**config.mk**
```make
export PLATFORM = sky130hd
export DESIGN_NAME = pid_mul
export DESIGN_NICKNAME = d
export VERILOG_FILES = /design/src/rtl/pid_mul.sv
export SDC_FILE = /design/constraint.sdc
export NUM_CORES = 2
export LEC_CHECK = 0
export ABC_AREA = 1
export CORE_UTILIZATION = 40
export CTS_BUF_LIST = sky130_fd_sc_hd__clkbuf_8 sky130_fd_sc_hd__clkbuf_16
export CTS_CLUSTER_SIZE = 28
export DETAILED_ROUTE_END_ITERATION = 10
export DONT_BUFFER_PORTS = 1
export GPL_TIMING_DRIVEN = 0
export HOLD_SLACK_MARGIN = 0.06
export MAX_ROUTING_LAYER = met4
export PLACE_DENSITY = 0.53
export SYNTH_ARGS = -nofsm -noshare
export SYNTH_HDL_FRONTEND = slang
export SYNTH_SLANG_ARGS = --single-unit
```
**constraint.sdc**
```tcl
create_clock -name clk -period 14.9 [get_ports clk]
set_input_delay 1.49 -clock clk [delete_from_list [all_inputs] [get_ports clk]]
set_output_delay 1.49 -clock clk [all_outputs]
set_load 0.02 [all_outputs]
```
**src/rtl/pid_mul.sv**
```systemverilog
// pid_mul: shared signed multiplier with shift, truncation toward zero and
// saturation. One registered product per cycle. Depends on nothing.
module pid_mul #(
	parameter int W = 32
) (
	input  logic                clk,
	input  logic signed [W:0]   a,
	input  logic signed [W:0]   b,
	input  logic [5:0]          sh,
	output logic signed [W-1:0] p_q
);
	localparam int PW = 2 * W + 2;
	logic signed [PW-1:0] prod;
	logic [PW-1:0] mg, sm;
	logic neg;
	logic [W-1:0] lim;
	logic signed [W-1:0] r;

	always_comb begin
		prod = PW'(a) * PW'(b);
		neg  = prod[PW-1];
		mg   = neg ? (~prod + PW'(1)) : prod;
		sm   = mg >> sh;
		lim  = neg ? {1'b1, {(W-1){1'b0}}} : {1'b0, {(W-1){1'b1}}};
		if (sm > PW'(lim))
			r = neg ? $signed(lim) : $signed(lim);
		else
			r = neg ? $signed(~sm[W-1:0] + W'(1)) : $signed(sm[W-1:0]);
	end

	always_ff @(posedge clk) begin
		p_q <= r;
	end
endmodule

```
==> impl_metrics.json <==
{
  "outcome": "complete, no violations",
  "drt_pass1_iterations": 6,
  "timing.final.hold_violations": 0,
  "final_nets": 9118,
  "route.vias.total": 49666,
  "cts.htree.levels": 2,
  "worst-path-buf-inv": 11,
  "die-width_um": 363,
  "synthesis.area_per_instance_um2": 6.85,
  "period_share": 0.958,
  "hpwlAfterDp_um": 210000,
  "critical_path.endpoint_type": "flop",
  "whs_ns": 1.81,
  "timing_worst_slew_pin_value_ns": 1.16,
  "cts.sinks": 32,
  "critical_path.top_delay_family": "adder cells",
  "synth_cells": 7626,
  "grt_util_all_layers": 0.388,
  "wl_per_cell_um": 26.1,
  "grt_antenna_before_repair": 8,
  "synth_seq_area_share": 0.0123,
  "routed_via_density": 5.29,
  "slew_violations": 0,
  "synth_top_area_frac": 0.439,
  "synth_cell_type_count": 50,
  "top_regs": "p_q (32)",
  "detailedRoute.firstIterationViolations": 5654,
  "final_period_minus_worst_setup_slack_ns": 14.28,
  "layout-drive-gt1-share": 0.0549,
  "first_global_vias": 49412,
  "grt_start_max_net_pins": 40,
  "synth_top_cells_by_area": "fa_1 (44%), nand2_1 (17%), inv_1 (15%)",
  "worst-path-max-fanout": 10,
  "cp_data_arrival_time_ns": 14.49,
  "synthFlopType": "dfxtp_1",
  "timing.critical_path.mode_cell": "nand2_1",
  "fillerInstances": 14169,
  "cts_tree": "built",
  "num_rows": 132,
  "syn_to_final_growth_pct": 5.49,
  "critical_path.max_stage_delay_ns": 0.59,
  "max_cap_violations": 0,
  "synth-seq-cells": 32,
  "finalInstanceArea_um2": 55100,
  "grt_remaining_overflow": 0,
  "critical_path_class": "input pin to flop",
  "finalSetupViolCount": 0,
  "postSynth.asyncResetShare": 0,
  "synthesis.yosys.warnings": 0,
  "totalWireLength_um": 246000,
  "postSynthNetCount": 9095,
  "fp.coreArea_um2": 129000,
  "detail-route-antenna-nets": 0,
  "cts.reportedPaths.clkPinSlew_ns": 0.04,
  "dieArea_um2": 132000,
  "postLayoutCoreUtil": 0.425,
  "max_clock_freq_mhz": 70.0,
  "yosysMostFrequentCell": "nand2_1",
  "syn_area_um2": 52200,
  "worst_path_max_delay_cell": "fa_1",
  "largest_reg_flops": 32,
  "timing.critical_path.required_ns": 15.11,
  "synth_enable_flop_cells": 0,
  "last_weighted_congestion_value_of_the_routability_driven_placer": 1.04,
  "cts_max_path_buffers": 2,
  "dieHeight_um": 363,
  "layout_setup_ws_ns": 0.621,
  "preCtsSetupSlack_ns": -1.29,
  "largest_register_by_flop_count": "p_q",
  "tritoncts.num_buffers": 5,
  "root_buffer": "clkbuf_16",
  "setup_repair_after_global_routing_missed_its_margin": "no",
  "post-route-drc-count": 0,
  "setup.worst_path.start_class": "input pin",
  "yosysTopAreaCell": "fa_1",
  "grt_pass1_wl_um": 354000,
  "synthTopCellsByCount": "nand2_1 (2411), inv_1 (2050), fa_1 (1145)",
  "number_of_i_o_port_buffers": 0,
  "initial_core_util": 0.403,
  "min_path_type": "input pin to flop",
  "io-pin-count": 105,
  "slew_headroom": 0.220,
  "dpl_cell_area_um2": 54400
}
## per-layer routing
| layer | up-vias | GRT usage | routed length [um] |
|---|---|---|---|
| li1 | 21934 | - | - |
| met1 | 24805 | 0.547 | 108000 |
| met2 | 2557 | 0.549 | 102000 |
| met3 | 370 | 0.0757 | 25200 |
| met4 | 0 | 0.143 | 11000 |
| met5 | - | - | 0 |
## kinds of logic (layout without fill, tap and decap cells)
logic type,Yosys count,after routing,share of synthesized area
muxes,2,2,0.000383
xor gates and xnor gates,35,35,0.00587
AOI/OAI and AO/OA,162,162,0.0171
buffers and inverters,2434,2458,0.178
other,0,4,0
adders and majority gates,1396,1396,0.499
DFF,32,32,0.0123
and+or+nand+nor,3565,3565,0.288
## worst paths after layout
| path | from | endpoint | slack (ns) | depth (start not counted) |
|---|---|---|---|---|
| worst max-delay path | a[17] | p_q[27]$_DFF_P_ | 0.62 | 58 |
| worst min-delay path | sh[5] | p_q[6]$_DFF_P_ | 1.81 | 6 |
## metrics by stage
stage               instances  setup TNS [ns]
floorplan                7626               0
global placement         9368          -41.20
detailed placement       9368          -38.11
CTS                      9383               0
global route             9394               0
finish                   9396               0
## area by class of cell
class / count / area (um^2) / share of cell area
Tap cell: 1742 / 2180 / 0.0396
Clock inverter: 2 / 7.51 / 0.000136
Inverter: 2069 / 7770 / 0.141
Antenna cell: 4 / 10.0 / 0.000182
Timing Repair Buffer: 16 / 145 / 0.00263
Multi-Input combinational cell: 5160 / 42400 / 0.769
Sequential cell: 32 / 641 / 0.0116
Buffer: 365 / 1800 / 0.0328
Clock buffer: 6 / 139 / 0.00252
## cell usage in the layout, fill, tap and decap left out, types with 5 or more instances in the layout
cell type and instances:
a21oi_1 63, and2_1 6, buf_1 31, buf_2 47, buf_4 16, buf_6 13, clkbuf_1 102, clkbuf_16 5
clkbuf_2 147, clkbuf_4 23, clkinv_1 9, dfxtp_1 32, fa_1 1141, ha_1 246, ha_2 5, inv_1 2049
inv_2 11, nand2_1 2402, nand2_2 49, nand3_1 634, nand3_2 17, nand3b_1 20, nand4_1 84, nor2_1 257
nor2_2 37, nor2_4 6, nor3_1 16, nor4_1 7, o211ai_1 5, o21ai_0 56, o21ai_1 20, or2_2 14
xnor2_1 14, xor2_1 19
## worst min-delay path, stage by stage
cell     delay [ns]
inv_2          0.12
nand2_1        0.09
nand2_2        0.13
xor2_1         0.09
nand2_1        0.06
nand2_1        0.05
## timing repair
action                                  4_1_cts  5_1_grt
pin swaps                                     0        3
gates resized for setup                      49      453
endpoints found under the setup margin       32       32
buffers inserted                              7        9
endpoints found under the hold margin         0        0
hold buffers                                  0        0
Power is left out: the tool's default activity adds up to more than one toggle a clock period on the data nets, which glitch-free logic cannot reach.
