$ cat src/rtl/pid_div.sv
// pid_div: serial restoring divider, one quotient bit per cycle, for
// (|n| << F) / d with saturation at the signed range. Depends on nothing.
module pid_div #(
	parameter int W = 32,
	parameter int F = 16
) (
	input  logic                clk,
	input  logic                arst_n,
	input  logic                start,
	input  logic signed [W-1:0] n,
	input  logic [W-1:0]        d,
	output logic                done,
	output logic signed [W-1:0] q_out
);
	localparam int NB = W + F;
	localparam int CW = $clog2(NB + 1);
	logic [NB-1:0] num_q, quo_q;
	logic [W:0]    rem_q;
	logic [W-1:0]  den_q;
	logic          neg_q, busy_q;
	logic [CW-1:0] cnt_q;
	logic [W:0]    rs, rt;
	logic [W-1:0]  mg;

	assign mg = n[W-1] ? (~n + W'(1)) : n;
	assign rs = {rem_q[W-1:0], num_q[NB-1]};
	assign rt = rs - {1'b0, den_q};

	always_ff @(posedge clk or negedge arst_n) begin
		if (!arst_n) begin
			busy_q <= 1'b0;
			cnt_q  <= '0;
			done   <= 1'b0;
		end else begin
			done <= 1'b0;
			if (start) begin
				busy_q <= 1'b1;
				cnt_q  <= CW'(NB);
			end else if (busy_q) begin
				cnt_q <= cnt_q - CW'(1);
				if (cnt_q == CW'(1)) begin
					busy_q <= 1'b0;
					done   <= 1'b1;
				end
			end
		end
	end

	always_ff @(posedge clk) begin
		if (start) begin
			num_q <= {mg, {F{1'b0}}};
			quo_q <= '0;
			rem_q <= '0;
			den_q <= d;
			neg_q <= n[W-1];
		end else if (busy_q) begin
			num_q <= num_q << 1;
			if (!rt[W]) begin
				rem_q <= rt;
				quo_q <= {quo_q[NB-2:0], 1'b1};
			end else begin
				rem_q <= rs;
				quo_q <= {quo_q[NB-2:0], 1'b0};
			end
		end
	end

	always_comb begin
		if (neg_q) begin
			if (quo_q >= NB'({1'b1, {(W-1){1'b0}}}))
				q_out = {1'b1, {(W-1){1'b0}}};
			else
				q_out = $signed(~quo_q[W-1:0] + W'(1));
		end else begin
			if (quo_q > NB'({1'b0, {(W-1){1'b1}}}))
				q_out = {1'b0, {(W-1){1'b1}}};
			else
				q_out = $signed(quo_q[W-1:0]);
		end
	end
endmodule

$ cat config.mk
export PLATFORM = sky130hd
export DESIGN_NAME = pid_div
export DESIGN_NICKNAME = d
export VERILOG_FILES = /design/src/rtl/pid_div.sv
export SDC_FILE = /design/constraint.sdc
export NUM_CORES = 1
export LEC_CHECK = 0
export BUFFER_PORTS_ARGS = -buffer_cell sky130_fd_sc_hd__buf_2
export CORE_ASPECT_RATIO = 1.5
export CORE_MARGIN = 4
export CORE_UTILIZATION = 50
export DETAILED_ROUTE_END_ITERATION = 6
export GPL_TIMING_DRIVEN = 0
export PLACE_DENSITY = 0.7
export SKIP_LAST_GASP = 1
export SLEW_MARGIN = 20
export SYNTH_ARGS = -nofsm -noshare
export SYNTH_HDL_FRONTEND = slang
export SYNTH_SLANG_ARGS = --single-unit
$ cat constraint.sdc
create_clock -name clk -period 4.5 [get_ports clk]
set_input_delay 0.225 -clock clk [delete_from_list [all_inputs] [get_ports clk]]
set_output_delay 0.225 -clock clk [all_outputs]
set_load 0.05 [all_outputs]
==> results of run 1 <==
## report_power, final
| group | total, uW | switching (uW) | internal, uW |
|---|---|---|---|
| combinational | 380 | 224 | 156 |
| sequential | 1560 | 29.9 | 1530 |
| clock | 1370 | 605 | 762 |
## timing repair
action | 4_1_cts | 5_1_grt
hold buffers | 33 | 0
buffers inserted | 0 | 0
endpoints found under the hold margin | 40 | 0
## layout by cell type (no fill, tap or decap), types with 8 or more instances in the layout
cell,synthesis,routed
nor3b_1,14,14
dlygate4sd3_1,0,33
dfrtp_1,8,8
xor2_1,44,44
dfxtp_1,80,80
nor2b_1,8,8
xnor2_1,11,11
or3_1,10,10
o21ai_0,41,41
mux2i_1,49,49
o311ai_0,17,17
nor2_1,144,144
edfxtp_1,65,65
o31ai_1,15,15
a21oi_1,77,77
nor3_1,22,22
buf_1,9,9
o22ai_1,10,10
a211oi_1,12,12
buf_2,3,102
nand2_1,107,107
ha_1,36,36
a21o_1,21,21
a311oi_1,17,17
clkbuf_1,52,53
clkbuf_16,0,17
nor4_1,11,11
nand2b_1,13,13
or4_1,9,9
nand3_1,25,25
inv_1,46,45
## flip-flops by register name, indices dropped and copies added (netlist names)
register	cells
rem_q	32
done	1
neg_q	1
quo_q	48
busy_q	1
den_q	32
num_q	32
cnt_q	6
## critical path, stage by stage (launching register included)
cell and delay [ns]:
dfxtp_1 0.35, or4_4 0.55, or4_1 0.40, buf_2 0.17, nor4_1 0.41, nand3_1 0.26, or2_2 0.37, o31ai_1 0.21
nand2_1 0.07, o311ai_0 0.12, buf_2 0.34
## cell usage after synthesis (6+ instances only)
| cell type | number |
|---|---|
| dfxtp_1 | 80 |
| a21oi_1 | 77 |
| o311ai_0 | 17 |
| nand4_1 | 6 |
| nor2b_1 | 8 |
| o21ai_0 | 41 |
| inv_1 | 46 |
| o31ai_1 | 15 |
| edfxtp_1 | 65 |
| ha_1 | 36 |
| or4_1 | 9 |
| buf_1 | 9 |
| dfrtp_1 | 8 |
| nand3_1 | 25 |
| nand2_1 | 107 |
| o41ai_1 | 7 |
| and3_1 | 7 |
| o22ai_1 | 10 |
| nor3_1 | 22 |
| xnor2_1 | 11 |
| nand2b_1 | 13 |
| clkbuf_1 | 52 |
| a31oi_1 | 6 |
| a311oi_1 | 17 |
| a211oi_1 | 12 |
| a21o_1 | 21 |
| xor2_1 | 44 |
| mux2i_1 | 49 |
| and2_1 | 7 |
| nor4_1 | 11 |
| or3_1 | 10 |
| nor3b_1 | 14 |
| nor2_1 | 144 |
## metrics by stage
stage,setup slack [ns],util,instances
after floorplan,0.682,-,1079
after global placement,0.715,0.551,1430
after detailed placement,0.733,0.551,1430
after CTS,0.593,0.599,1495
after global routing,0.308,0.599,1495
final,0.577,0.599,1495
## cells by family (layout without fill, tap and decap cells)
group                    count (synthesis)  count (layout)  synth area share
AND/OR/NAND/NOR                        408             408             0.210
multiplexers                            52              52            0.0559
XOR/XNOR                                55              55            0.0514
adder cells (fa/ha/maj)                 37              37            0.0502
buffers and inverters                  111             275            0.0449
flip-flops                             153             153             0.401
AO/OA/AOI/OAI                          263             263             0.187
## worst paths after layout
kind	endpoint	slack, ns
worst max-delay path	q_out[29]	0.58
worst min-delay path	neg_q	0.05
worst max register to register	rem_q[30]	0.70
worst min register to register	quo_q[47]	0.50
max in group asynchronous	cnt_q[0]	4.13
min in group asynchronous	cnt_q[5]	0.20
## per-layer routing
metal | part of all wire | track usage | up-vias
li1 | - | - | 4237
met1 | 0.41 | 0.276 | 3992
met2 | 0.51 | 0.426 | 237
met3 | 0.041 | 0.0406 | 67
met4 | 0.036 | 0.112 | 4
met5 | 0.0013 | 0 | -
## final cells by class
cell class,instances,area (um2)
clock inverters,14,120
fillers,1762,7410
clock buffers,18,429
flip-flops and latches,153,3750
multi-input cells,815,5200
repair buffers,132,826
well taps,252,315
inverters,47,176
plain buffers,64,244
==> impl_metrics.tcl, run 1 <==
set metrics [dict create \
    min_path_type "in -> reg" \
    grt_use_total 0.238 \
    rsz0062_at_grt "no" \
    place.detailed.hpwl_um 18000 \
    htreeDepth 4 \
    die_area_um2 21000 \
    drc 0 \
    crit_required_ns 4.28 \
    initial_utilization 0.507 \
    fmaxAchievable_ghz 0.255 \
    syn_area_um2 9370 \
    yosys_warnings 0 \
    n_antenna_cell 0 \
    io_buffer_count 99 \
    leakage_uw 0.00498 \
    syn_avg_cell_area_um2 8.69 \
    synth-edff-count 65 \
    p_per_area_nw_per_um2 299 \
    overflow 0 \
    placed_area_um2 10200 \
    syn-num-nets 1183 \
    hold_viol 0 \
    grt_pass1_wl_um 40200 \
    synth_top_area_frac 0.208 \
    core-area_um2 18500 \
    syn-instance-count 1079 \
    fin_crit_ns 3.92 \
    first_iter_violations 572 \
    tns_ns 0 \
    critPathLaunch "quo_q[0]" \
    status "finished, final reports clean" \
    setup_viol 0 \
    clk_pin_slew_ns 0.06 \
    vias_per_cell 5.71 \
    p_total_uw 3310 \
    cp_max_fo 6 \
    ant_nets 0 \
    ys_seq_area_frac 0.401 \
    grt_antenna_before_repair 2 \
    relSlewSlack 0.438 \
    area_growth_pct 18.0 \
    fin_nets 1334 \
    grt_pass1_vias 8215 \
    die_w_um 120 \
    vias 8537 \
    synth_largest_area_cell "edfxtp_1" \
    clkLatencyLatePin_ns 0.43 \
    num_rows 61 \
    worst_hold_slack_ns 0.0512 \
    fin_area_um2 11100 \
    gp_congestion 1.02 \
    max_cap_violations 0 \
    synthTopCellsByArea "edfxtp_1 21%, dfxtp_1 17%, nor2_1 5.8%" \
    ys_seq_elements 153 \
    ys.flop_type "dfxtp_1" \
    drive_gt1_frac 0.122 \
    cts_buffers 17 \
    slew_viol_final 0 \
    clockRootBuffer "clkbuf_16" \
    cts_sinks 153 \
    worstPathArrival_ns 3.70 \
    worstMarginPinSlew_ns 0.844 \
    min_delay_path_depth 1 \
    die_h_um 176 \
    r2r_start "den_q[0]" \
    min_from "n[31]" \
    totalWireLength_um 24900 \
    peakVddDrop_v 0.000223 \
    cts_buffer_depth 2 \
    drt_pass1_iterations 5 \
    ys_async_sr_fraction 0.0523 \
    pin_count 100 \
    grt_max_degree 35 \
    end_kind "output port" \
    wl_per_cell_um 16.7 \
    worstSetupStartpointType "register" \
    fin_crit_sh 0.872 \
    cts_tree "yes" \
    synth_cell_types 64 \
    cts-resized-gates 0 \
    path_class "reg -> out" \
    ff2ff_path_depth 12 \
    fin_skew_ns 0.00821 \
]
(Power assumes the default switching activity.)
==> run 2, diff against run 1 <==
--- a/config.mk
+++ b/config.mk
@@ -11,7 +11,8 @@
 export CORE_UTILIZATION = 50
 export DETAILED_ROUTE_END_ITERATION = 6
 export GPL_TIMING_DRIVEN = 0
-export PLACE_DENSITY = 0.7
+export PLACE_DENSITY = 0.72
+export RECOVER_POWER = 50
 export SKIP_LAST_GASP = 1
 export SLEW_MARGIN = 20
 export SYNTH_ARGS = -nofsm -noshare
==> constraint.sdc (replaced) <==
create_clock -name clk -period 3.5 [get_ports clk]
set_input_delay 0.175 -clock clk [delete_from_list [all_inputs] [get_ports clk]]
set_output_delay 0.175 -clock clk [all_outputs]
set_load 0.05 [all_outputs]
==> run 2 against run 1 <==
First-iteration DRC count shrank 15%. Non-clock buffer count grew 8. Worst setup slack lost 0.52 ns. Largest power group unchanged. Routed wire length grew 3.8%. The flow now finishes with violations (capacitance limit, slew limit). Global-route usage grew 0.74 points.
==> impl_metrics.tcl, run 2 (same netlist as run 1, synthesis figures left out) <==
set metrics [dict create \
    fin_area_um2 11300 \
    end_kind "output port" \
    top_layer "met4" \
    hold_viol 0 \
    place.detailed.hpwl_um 18400 \
    clk_pin_slew_ns 0.06 \
    area_growth_pct 20.6 \
    totalWireLength_um 25900 \
    worstPathArrival_ns 3.27 \
    core-area_um2 18500 \
    grt_max_degree 35 \
    min_delay_path_depth 1 \
    switching_share 0.252 \
    cp_top_family "simple AND/OR/NAND/NOR gates" \
    drive_gt1_frac 0.145 \
    utilization 0.612 \
    routed-wl-met2_um 13500 \
    num_rows 61 \
    fin_crit_ns 3.45 \
    fin_nets 1342 \
    violations "capacitance limit, slew limit" \
    grt_antenna_before_repair 1 \
    cp_slowest_cell "or4_4" \
    initial_utilization 0.507 \
    max_cap_violations 1 \
    die_h_um 176 \
    fill_cells 1719 \
    first_iter_violations 488 \
    largest_register_ffs 48 \
    drc 0 \
    min_path_type "in -> reg" \
    placed_area_um2 10200 \
    cts_sinks 153 \
    ant_nets 0 \
    worst_hold_slack_ns 0.0866 \
    rsz0062_at_grt "yes" \
    pwr-share-seq 0.467 \
    fin_skew_ns 0.00926 \
    critPathMaxStageDelay_ns 0.54 \
    multi_input_area_um2 5300 \
    wl_met3_um 1210 \
    tns_ns 0 \
    clkLatencyLatePin_ns 0.44 \
    crit_required_ns 3.32 \
    overflow 0 \
    cts_buffer_depth 2 \
    peakVddDrop_v 0.000341 \
    setup_viol 0 \
    die_area_um2 21000 \
    cts_tree "yes" \
    grt_pass1_vias 8517 \
    io_buffer_count 99 \
    r2r_slack_ns 0.13 \
    fmaxAchievable_ghz 0.290 \
    wl_per_cell_um 17.2 \
    worstMarginPinSlew_ns 2.09 \
    gp_congestion 0.968 \
    path_cells "or4_4 > or4_4 > or2_4 > or3_4 > or3_4 > a211oi_2 > a21oi_2 > buf_6" \
    final_cell_mix "144 x nor2_1, 107 x nand2_1, 83 x buf_2, 76 x dfxtp_1, 75 x a21oi_1" \
    die_w_um 120 \
    grt_pass1_wl_um 41600 \
    p_comb_frac 0.115 \
    p_per_area_nw_per_um2 380 \
    ff_latch_area_um2 3760 \
    worstSetupStartpointType "register" \
    power_frac_clock 0.418 \
    status "finished with violations" \
    netSwitchingPower_uw 1080 \
    cts_buffers 17 \
    drt_pass1_iterations 5 \
    layout_commonest_cell "nor2_1" \
    pin_count 100 \
    critPathCapture "q_out[19]" \
    ff2ff_path_depth 13 \
    r2r-end "rem_q[30]" \
    wl_met1_um 10200 \
    p_int_uw 3210 \
    path_class "reg -> out" \
    top_register "quo_q" \
    grt_use_total 0.246 \
    htreeDepth 4 \
    placed_cells 1430 \
    cp.depth 8 \
    fin_crit_sh 0.985 \
    fin_cells 1504 \
    slew_viol_final 35 \
    vias 8711 \
    r2r_start "den_q[18]" \
    cp_max_fo 5 \
    critPathLaunch "quo_q[0]" \
    leakage_uw 0.00505 \
    relSlewSlack -0.391 \
    path_buf_inv 1 \
    clockRootBuffer "clkbuf_16" \
    vias_per_cell 5.79 \
]
[run 2: area by class of cell]
cell class,instances,area share
plain buffers,61,0.0222
clock inverters,12,0.0113
diodes,1,0.000221
well taps,252,0.0279
flip-flops and latches,153,0.333
multi-input cells,815,0.469
inverters,47,0.0156
repair buffers,143,0.0823
clock buffers,20,0.0386
[run 2: repair_timing]
action | 4_1_cts | 5_1_grt
cloned | 0 | 0
endpoints found under the hold margin | 40 | 0
pin swaps | 2 | 6
hold buffers | 33 | 0
setup buffers | 5 | 6
resized for setup | 39 | 29
setup endpoints to repair | 39 | 30
[run 2: power groups by stage]
stage	Clock (uW)	Combinational [uW]	Sequential, uW
after floorplan	0	307	2030
after detailed placement	0	457	2040
after CTS	1820	490	2000
after global placement	0	452	2040
final	1790	494	2000
after global routing	1900	552	2010
[run 2: per-layer routing]
layer  vias to the layer above  GRT usage
met2                       262      0.448
li1                       4249          -
met1                      4131      0.280
met3                        69     0.0416
met5                         -          0
met4                         0      0.108
[run 2: worst min path at each step]
stage | from | to | slack [ns]
after floorplan | arst_n | busy_q | -0.12
after global placement | arst_n | cnt_q[3] | 0.02
after detailed placement | arst_n | cnt_q[3] | 0.03
after CTS | n[31] | neg_q | 0.005
after global routing | n[31] | neg_q | 0.11
final | n[31] | neg_q | 0.09
[run 2: through the flow]
| stage | setup WS (ns) | total power [uW] |
|---|---|---|
| after floorplan | -0.268 | 2340 |
| after global placement | -0.393 | 2490 |
| after detailed placement | -0.354 | 2500 |
| after CTS | 0.000957 | 4310 |
| after global routing | -0.0503 | 4460 |
| final | 0.0542 | 4290 |
